==> src/hdl/lmps_pkg.sv <==
package lmps_pkg;

    localparam int SLOT_TICKS = 624;
    localparam int LED_COUNT  = 64;
    localparam int ROW_COUNT  = LED_COUNT / 2;
    localparam int ROW_AW     = $clog2(ROW_COUNT);
    localparam int LEVEL_W    = 4;
    localparam int TICK_W     = 10;
    localparam int COL_COUNT  = 8;
    localparam int COL_W      = 3;
    localparam int PAIR_W     = 2;
    localparam int CFG_IDX_W  = 4;
    localparam int DATA_W     = 8;

    localparam logic OP_TICK  = 1'b0;
    localparam logic OP_WRITE = 1'b1;

    typedef struct packed {
        logic                opcode;
        logic [5:0]          led_index;
        logic [LEVEL_W-1:0]  level;
    } item_t;

    typedef struct packed {
        logic [DATA_W-1:0] row_drive;
        logic [DATA_W-1:0] column_drive;
        logic              frame_start;
    } result_t;

    // scan position handed from the counters to the drive stage
    typedef struct packed {
        logic [TICK_W-1:0] tick;
        logic [PAIR_W-1:0] pair;
        logic [DATA_W-1:0] pattern;
        logic              frame;
    } pos_t;

    function automatic logic [TICK_W-1:0] on_time(input logic [LEVEL_W-1:0] lv);
        logic [TICK_W-1:0] t;
        case (lv)
            4'd0:    t = 10'd1;
            4'd1:    t = 10'd1;
            4'd2:    t = 10'd2;
            4'd3:    t = 10'd3;
            4'd4:    t = 10'd4;
            4'd5:    t = 10'd8;
            4'd6:    t = 10'd16;
            4'd7:    t = 10'd28;
            4'd8:    t = 10'd52;
            4'd9:    t = 10'd100;
            4'd10:   t = 10'd160;
            4'd11:   t = 10'd220;
            4'd12:   t = 10'd320;
            4'd13:   t = 10'd400;
            4'd14:   t = 10'd500;
            4'd15:   t = 10'd623;
            default: t = 10'd0;
        endcase
        return t;
    endfunction

endpackage

==> src/hdl/led_matrix_pwm_scanner_core.sv <==
// a result follows its item transfer through the store read, then the drive register
// throughput: one item per cycle unless stalled; each tick or level write gives exactly one result
// the level store is two 32x4 rams read at the scanned row, write-through forwarded
// reset clears counters, column patterns and the per-led valid bits, so every level reads
// as zero until written; no clearing pass, items are taken right after reset
module led_matrix_pwm_scanner_core (
    input  logic                            clk,
    input  logic                            rst_n,
    input  logic                            item_valid,
    output logic                            item_stall,
    input  lmps_pkg::item_t                 item,
    output logic                            result_valid,
    input  logic                            result_stall,
    output lmps_pkg::result_t               result,
    input  logic                            cfg_write,
    input  logic [lmps_pkg::CFG_IDX_W-1:0]  cfg_index,
    input  logic [lmps_pkg::DATA_W-1:0]     cfg_data
);

    logic                          accept;
    logic                          wr_en;
    lmps_pkg::pos_t                pos;
    logic [lmps_pkg::ROW_AW-1:0]   rd_addr;
    logic [lmps_pkg::LEVEL_W-1:0]  lo_level, hi_level;

    assign accept = item_valid & ~item_stall;
    assign wr_en  = accept & (item.opcode == lmps_pkg::OP_WRITE);

    lmps_scan_ctrl u_scan_ctrl (
        .clk       (clk),
        .rst_n     (rst_n),
        .accept    (accept),
        .opcode    (item.opcode),
        .cfg_write (cfg_write),
        .cfg_index (cfg_index),
        .cfg_data  (cfg_data),
        .pos       (pos),
        .rd_addr   (rd_addr)
    );

    lmps_level_store u_level_store (
        .clk      (clk),
        .rst_n    (rst_n),
        .rd_en    (accept),
        .rd_addr  (rd_addr),
        .wr_en    (wr_en),
        .wr_addr  (item.led_index[lmps_pkg::ROW_AW-1:0]),
        .wr_half  (item.led_index[lmps_pkg::ROW_AW]),
        .wr_level (item.level),
        .lo_level (lo_level),
        .hi_level (hi_level)
    );

    lmps_pwm_out u_pwm_out (
        .clk          (clk),
        .rst_n        (rst_n),
        .load         (accept),
        .pos          (pos),
        .lo_level     (lo_level),
        .hi_level     (hi_level),
        .result_stall (result_stall),
        .item_stall   (item_stall),
        .result_valid (result_valid),
        .result       (result)
    );

endmodule

==> src/hdl/lmps_level_ram.sv <==
module lmps_level_ram #(
    parameter int DEPTH = 32,
    parameter int WIDTH = 4
) (
    input  logic                     clk,
    input  logic                     wr_en,
    input  logic [$clog2(DEPTH)-1:0] wr_addr,
    input  logic [WIDTH-1:0]         wr_data,
    input  logic                     rd_en,
    input  logic [$clog2(DEPTH)-1:0] rd_addr,
    output logic [WIDTH-1:0]         rd_data
);

    logic [WIDTH-1:0] mem [DEPTH];
    logic [WIDTH-1:0] rd_data_reg;

    always_ff @(posedge clk)
    begin
        if (wr_en)
        begin
            mem[wr_addr] <= wr_data;
        end
        if (rd_en)
        begin
            rd_data_reg <= mem[rd_addr];
        end
    end

    assign rd_data = rd_data_reg;

endmodule

==> src/hdl/lmps_level_store.sv <==
module lmps_level_store (
    input  logic                          clk,
    input  logic                          rst_n,
    input  logic                          rd_en,
    input  logic [lmps_pkg::ROW_AW-1:0]   rd_addr,
    input  logic                          wr_en,
    input  logic [lmps_pkg::ROW_AW-1:0]   wr_addr,
    input  logic                          wr_half,
    input  logic [lmps_pkg::LEVEL_W-1:0]  wr_level,
    output logic [lmps_pkg::LEVEL_W-1:0]  lo_level,
    output logic [lmps_pkg::LEVEL_W-1:0]  hi_level
);

    logic [lmps_pkg::ROW_COUNT-1:0] valid_lo_reg, valid_lo_next;
    logic [lmps_pkg::ROW_COUNT-1:0] valid_hi_reg, valid_hi_next;
    logic                           vld_lo_reg, vld_hi_reg;
    logic                           fwd_lo_reg, fwd_hi_reg;
    logic [lmps_pkg::LEVEL_W-1:0]   fwd_level_reg;
    logic [lmps_pkg::LEVEL_W-1:0]   ram_lo_q, ram_hi_q;
    logic                           wr_lo, wr_hi, hit_lo, hit_hi;

    assign wr_lo  = wr_en & ~wr_half;
    assign wr_hi  = wr_en & wr_half;
    assign hit_lo = wr_lo & (wr_addr == rd_addr);
    assign hit_hi = wr_hi & (wr_addr == rd_addr);

    lmps_level_ram #(
        .DEPTH (lmps_pkg::ROW_COUNT),
        .WIDTH (lmps_pkg::LEVEL_W)
    ) u_ram_lo (
        .clk     (clk),
        .wr_en   (wr_lo),
        .wr_addr (wr_addr),
        .wr_data (wr_level),
        .rd_en   (rd_en),
        .rd_addr (rd_addr),
        .rd_data (ram_lo_q)
    );

    lmps_level_ram #(
        .DEPTH (lmps_pkg::ROW_COUNT),
        .WIDTH (lmps_pkg::LEVEL_W)
    ) u_ram_hi (
        .clk     (clk),
        .wr_en   (wr_hi),
        .wr_addr (wr_addr),
        .wr_data (wr_level),
        .rd_en   (rd_en),
        .rd_addr (rd_addr),
        .rd_data (ram_hi_q)
    );

    always_comb
    begin
        valid_lo_next = valid_lo_reg;
        valid_hi_next = valid_hi_reg;
        if (wr_lo)
        begin
            valid_lo_next[wr_addr] = 1'b1;
        end
        if (wr_hi)
        begin
            valid_hi_next[wr_addr] = 1'b1;
        end
    end

    always_ff @(posedge clk or negedge rst_n)
    begin
        if (!rst_n)
        begin
            valid_lo_reg <= '0;
            valid_hi_reg <= '0;
        end
        else
        begin
            valid_lo_reg <= valid_lo_next;
            valid_hi_reg <= valid_hi_next;
        end
    end

    // same-cycle write to the row being read is forwarded past the ram
    always_ff @(posedge clk)
    begin
        if (rd_en)
        begin
            vld_lo_reg    <= valid_lo_reg[rd_addr] | hit_lo;
            vld_hi_reg    <= valid_hi_reg[rd_addr] | hit_hi;
            fwd_lo_reg    <= hit_lo;
            fwd_hi_reg    <= hit_hi;
            fwd_level_reg <= wr_level;
        end
    end

    assign lo_level = !vld_lo_reg ? '0 : (fwd_lo_reg ? fwd_level_reg : ram_lo_q);
    assign hi_level = !vld_hi_reg ? '0 : (fwd_hi_reg ? fwd_level_reg : ram_hi_q);

endmodule

==> src/hdl/lmps_scan_ctrl.sv <==
module lmps_scan_ctrl (
    input  logic                            clk,
    input  logic                            rst_n,
    input  logic                            accept,
    input  logic                            opcode,
    input  logic                            cfg_write,
    input  logic [lmps_pkg::CFG_IDX_W-1:0]  cfg_index,
    input  logic [lmps_pkg::DATA_W-1:0]     cfg_data,
    output lmps_pkg::pos_t                  pos,
    output logic [lmps_pkg::ROW_AW-1:0]     rd_addr
);

    logic [lmps_pkg::DATA_W-1:0] pattern_reg [lmps_pkg::COL_COUNT];
    logic [lmps_pkg::COL_W-1:0]  column_reg, column_next;
    logic [lmps_pkg::PAIR_W-1:0] pair_reg, pair_next;
    logic [lmps_pkg::TICK_W-1:0] tick_reg, tick_next;
    logic [lmps_pkg::TICK_W:0]   tick_inc;

    assign tick_inc = {1'b0, tick_reg} + 1'b1;

    always_comb
    begin
        column_next = column_reg;
        pair_next   = pair_reg;
        tick_next   = tick_reg;
        if (accept && opcode == lmps_pkg::OP_TICK)
        begin
            if (tick_inc >= (lmps_pkg::TICK_W+1)'(lmps_pkg::SLOT_TICKS))
            begin
                tick_next   = '0;
                pair_next   = pair_reg + 1'b1;
                if (pair_reg == '1)
                begin
                    column_next = column_reg + 1'b1;
                end
            end
            else
            begin
                tick_next = tick_inc[lmps_pkg::TICK_W-1:0];
            end
        end
    end

    always_ff @(posedge clk or negedge rst_n)
    begin
        if (!rst_n)
        begin
            column_reg <= '0;
            pair_reg   <= '0;
            tick_reg   <= '0;
            for (int i = 0; i < lmps_pkg::COL_COUNT; i++)
            begin
                pattern_reg[i] <= '0;
            end
        end
        else
        begin
            column_reg <= column_next;
            pair_reg   <= pair_next;
            tick_reg   <= tick_next;
            if (cfg_write && cfg_index < lmps_pkg::CFG_IDX_W'(lmps_pkg::COL_COUNT))
            begin
                pattern_reg[cfg_index[lmps_pkg::COL_W-1:0]] <= cfg_data;
            end
        end
    end

    // row of the store holding LED c+8p (low) and c+32+8p (high)
    assign rd_addr = {pair_reg, column_reg};

    always_comb
    begin
        pos.tick    = tick_reg;
        pos.pair    = pair_reg;
        pos.pattern = pattern_reg[column_reg];
        pos.frame   = (opcode == lmps_pkg::OP_TICK) && column_reg == '0
                      && pair_reg == '0 && tick_reg == '0;
    end

endmodule

==> src/hdl/lmps_pwm_out.sv <==
module lmps_pwm_out (
    input  logic                          clk,
    input  logic                          rst_n,
    input  logic                          load,
    input  lmps_pkg::pos_t                pos,
    input  logic [lmps_pkg::LEVEL_W-1:0]  lo_level,
    input  logic [lmps_pkg::LEVEL_W-1:0]  hi_level,
    input  logic                          result_stall,
    output logic                          item_stall,
    output logic                          result_valid,
    output lmps_pkg::result_t             result
);

    lmps_pkg::pos_t    pos_reg;
    lmps_pkg::result_t out_reg, out_next;
    logic              s1_valid_reg, s1_valid_next;
    logic              out_valid_reg, out_valid_next;
    logic              advance, lit_lo, lit_hi;

    assign advance = s1_valid_reg & (~out_valid_reg | ~result_stall);

    assign lit_lo = (lo_level != '0) && (pos_reg.tick < lmps_pkg::on_time(lo_level));
    assign lit_hi = (hi_level != '0) && (pos_reg.tick < lmps_pkg::on_time(hi_level));

    always_comb
    begin
        out_next              = '0;
        out_next.row_drive[{1'b0, pos_reg.pair}] = lit_lo;
        out_next.row_drive[{1'b1, pos_reg.pair}] = lit_hi;
        out_next.column_drive = pos_reg.pattern;
        out_next.frame_start  = pos_reg.frame;
    end

    assign s1_valid_next  = load | (s1_valid_reg & ~advance);
    assign out_valid_next = advance | (out_valid_reg & result_stall);

    always_ff @(posedge clk or negedge rst_n)
    begin
        if (!rst_n)
        begin
            s1_valid_reg  <= 1'b0;
            out_valid_reg <= 1'b0;
        end
        else
        begin
            s1_valid_reg  <= s1_valid_next;
            out_valid_reg <= out_valid_next;
        end
    end

    always_ff @(posedge clk)
    begin
        if (load)
        begin
            pos_reg <= pos;
        end
        if (advance)
        begin
            out_reg <= out_next;
        end
    end

    assign item_stall   = s1_valid_reg & out_valid_reg & result_stall;
    assign result_valid = out_valid_reg;
    assign result       = out_reg;

endmodule

==> config.mk <==
export PLATFORM = sky130hd
export DESIGN_NAME = led_matrix_pwm_scanner_core
export DESIGN_NICKNAME = d
export VERILOG_FILES = /design/src/hdl/lmps_pkg.sv /design/src/hdl/led_matrix_pwm_scanner_core.sv /design/src/hdl/lmps_level_ram.sv /design/src/hdl/lmps_level_store.sv /design/src/hdl/lmps_scan_ctrl.sv /design/src/hdl/lmps_pwm_out.sv
export SDC_FILE = /design/constraint.sdc
export NUM_CORES = 1
export LEC_CHECK = 0
export ABC_AREA = 0
export BUFFER_PORTS_ARGS = -buffer_cell sky130_fd_sc_hd__buf_2
export CAP_MARGIN = 20
export CELL_PAD_IN_SITES_DETAIL_PLACEMENT = 0
export CELL_PAD_IN_SITES_GLOBAL_PLACEMENT = 2
export CORE_AREA = 2 2 238 287
export CTS_CLUSTER_SIZE = 10
export DETAILED_ROUTE_END_ITERATION = 8
export DIE_AREA = 0 0 240 289
export PLACE_DENSITY = 0.63
export SLEW_MARGIN = 5
export SYNTH_ARGS = -nofsm -noshare
export SYNTH_HDL_FRONTEND = slang
export SYNTH_HIERARCHICAL = 1
export SYNTH_SLANG_ARGS = --single-unit
==> constraint.sdc <==
create_clock -name clk -period 11.3 [get_ports clk]
set_clock_uncertainty 0.1 [all_clocks]
set_input_delay 2.26 -clock clk [delete_from_list [all_inputs] [get_ports clk]]
set_output_delay 2.26 -clock clk [all_outputs]
set_load 0.05 [all_outputs]
==> results.md <==
* Routed vias at 10400
* Final setup violation count at 0
* Crit path capture type: primary output
* Critical R2R Launch: u_scan_ctrl/column_reg[0]
* Async set or reset register ratio after synthesis at 31.9%
* Post CTS Setup Buffer Count at 0
* Drt wl/cell at 20.4 µm
* Power, Total at 3.88 mW
* Count of cells resized by post-cts repair at 0
* Slew @ Worst Pin at 1.15 ns
* I/O pin cnt at 47
* Largest net degree at the start of global routing at 76
* Final TNS setup at 0 ns
* Count of hold buffers inserted by post-cts repair at 0
* Worst voltage drop across the vdd grid at 0.105 mV
* Die Outline Area at 69400 µm²
* Critical path type: primary input to primary output
* Area Overhead vs Synth at 14.1%
* Sequential share of the synthesized area at 65.4%
* Total congestion overflow at 0
* TritonCTS clock tree: yes
* Drc violations at 0
* Design area at 22600 µm²
* Leakage power at 8.19 nW
* Clock insertion delay at the later pin of the skew report at 0.59 ns
* Initial antenna violation count at 1
* Number of search-and-repair iterations in the first detailed-routing pass at 4
* Post-layout minimum cycle time at 5.27 ns
* Detailed-route vias per instance at 4.78
* Clock transition at path regs at 0.06 ns
* Count of warnings emitted by yosys at 6
* Utilization after layout at 33.8%
* Number of global-route vias before repair at 11100
* GR Util All Layers at 13.0%
* Root buffer cell: sky130_fd_sc_hd__clkbuf_16
* Highest fanout seen on the critical path at 4
* Total number of clock tree sinks at 455
* Initial Util at 29.7%
* H-tree levels at 2
* Peak clock frequency supported by timing at 190 MHz
* Predominant post-synthesis flop cell: sky130_fd_sc_hd__edfxtp_1
* Placed instance area at 20900 µm²
* Data arrival time of the critical path at 2.91 ns
* I/O Buffers at 46
* Synth cell types at 73
* Post-synthesis instance area at 19800 µm²
* Fraction of final layout cells sized beyond drive strength 1 at 26.7%
* Wire length of the first global-routing pass at 68700 µm
* Final clock period utilization by the worst path at 46.7%
* Hold Path Class: flip-flop to flip-flop
* Unrepaired setup endpoints after global routing: no
* Vert. Die Dim at 289 µm
* Routability congestion estimate at 0.725
* Placed wire-length estimate at 27500 µm
* Fin nets at 1292
* Count of final hold-check violations at 0
* Die width at 240 µm
* Max Root-Sink Buffers at 3
* Relative slew margins at 23.0%
* Number of buffers created by CTS at 53
* Post-Syn Area per Cell at 16.9 µm²
* Worst min-delay path startpoint: u_pwm_out/out_next[0]
* Area inside the core boundary at 66600 µm²
* Result of the run: complete, no violations
* Ratio of total power to cell area at 172 nW/µm²
* Max-Cap Viols at 0
* Number of cell rows at 104
* Sum of routed wire length over all layers at 44300 µm
* Start point of the critical path: result_stall
* Slew Viols, Final at 0
* Cell count after synthesis at 1171
* Post-detailed-route count of antenna-violating nets at 0
* Count of inserted antenna diode cells at 0
* Post-synthesis net count at 1232
* Startpoint Class: primary input
* Number of synthesized register bits at 455
* Data required time at the worst endpoint at 8.94 ns
* Number of flops mapped to enable cells by yosys at 310
* Detailed Route Iter0 Violations at 703
## per-stage QoR
step | hold WS, ns | cells | setup slack (ns)
after CTS | 0.319 | 2172 | 6.02
after floorplan | 0.300 | 1171 | 5.49
after global placement | 0.303 | 2075 | 6.04
after detailed placement | 0.310 | 2075 | 6.02
final | 0.318 | 2174 | 6.03
after global routing | 0.323 | 2174 | 5.98
## per-layer routing
metal,vias up,GRT usage (%),share of wire (%),wire length [µm]
met1,5413,16.9,44,19400
met2,202,22.6,51,22400
li1,4718,-,-,-
met3,63,2.22,3.7,1660
met5,-,0,0.029,13
met4,2,3.35,1.9,827
## final timing paths
kind / slack, ns / to / cells past startpoint
worst max register to register: 7.52 / u_level_store/u_ram_lo/rd_data[2] / 4
worst min register to register: 0.32 / u_pwm_out/result[0] / 0
min in group asynchronous: 1.61 / u_scan_ctrl/pattern_reg[29] / 1
worst min-delay path: 0.32 / u_pwm_out/result[0] / 0
max in group asynchronous: 8.01 / u_scan_ctrl/column_reg[1] / 2
worst max-delay path: 6.03 / item_stall / 3
## layout make-up
type	count	area, µm²
Clock buffer	95	1560
Clock inverter	2	46.3
Fill cell	6489	44100
Inverter	16	60.1
Multi-Input combinational cell	644	6450
Sequential cell	455	12900
Tap cell	901	1130
Timing Repair Buffer	61	365
## cell usage after synthesis, drive strengths merged (16+ instances only)
cell	count	area (µm²)
a21o	58	435
buf	33	250
clkbuf	23	86.3
dfrtp	145	3630
edfxtp	310	9310
ha	33	413
inv	16	60.1
mux2	81	912
mux2i	41	410
mux4	96	2160
nand2	33	124
nor2	94	353
## power breakdown
| part | switching, mW | internal, mW | leakage, nW |
|---|---|---|---|
| logic | 0.173 | 0.143 | 2.75 |
| clock network | 0.641 | 0.942 | 0.765 |
| registers | 0.0766 | 1.91 | 4.67 |
| total | 0.891 | 2.99 | 8.19 |
## cells by family (layout without fill, tap and decap cells)
kind of cell	count (synthesis)	in the layout	synth area share, %
flip-flops	455	455	65.4
AO/OA/AOI/OAI	135	135	5.43
AND/OR/NAND/NOR	242	242	6.67
multiplexers	218	218	17.6
buffers and inverters	72	174	2.01
adder cells (fa/ha/maj)	33	33	2.09
XOR/XNOR	16	16	0.747
## worst max-delay path: stages
cell                     delay, ns
sky130_fd_sc_hd__buf_2        0.10
sky130_fd_sc_hd__and3_1       0.25
sky130_fd_sc_hd__buf_2        0.30
## layout by cell type, fill, tap and decap left out, drive strengths merged, types with 16 or more instances in the layout
cell / count
a21o: 58
buf: 61
clkbuf: 95
dfrtp: 145
edfxtp: 310
ha: 33
inv: 16
mux2: 81
mux2i: 41
mux4: 96
nand2: 33
nor2: 94
(Power assumes the default switching activity.)
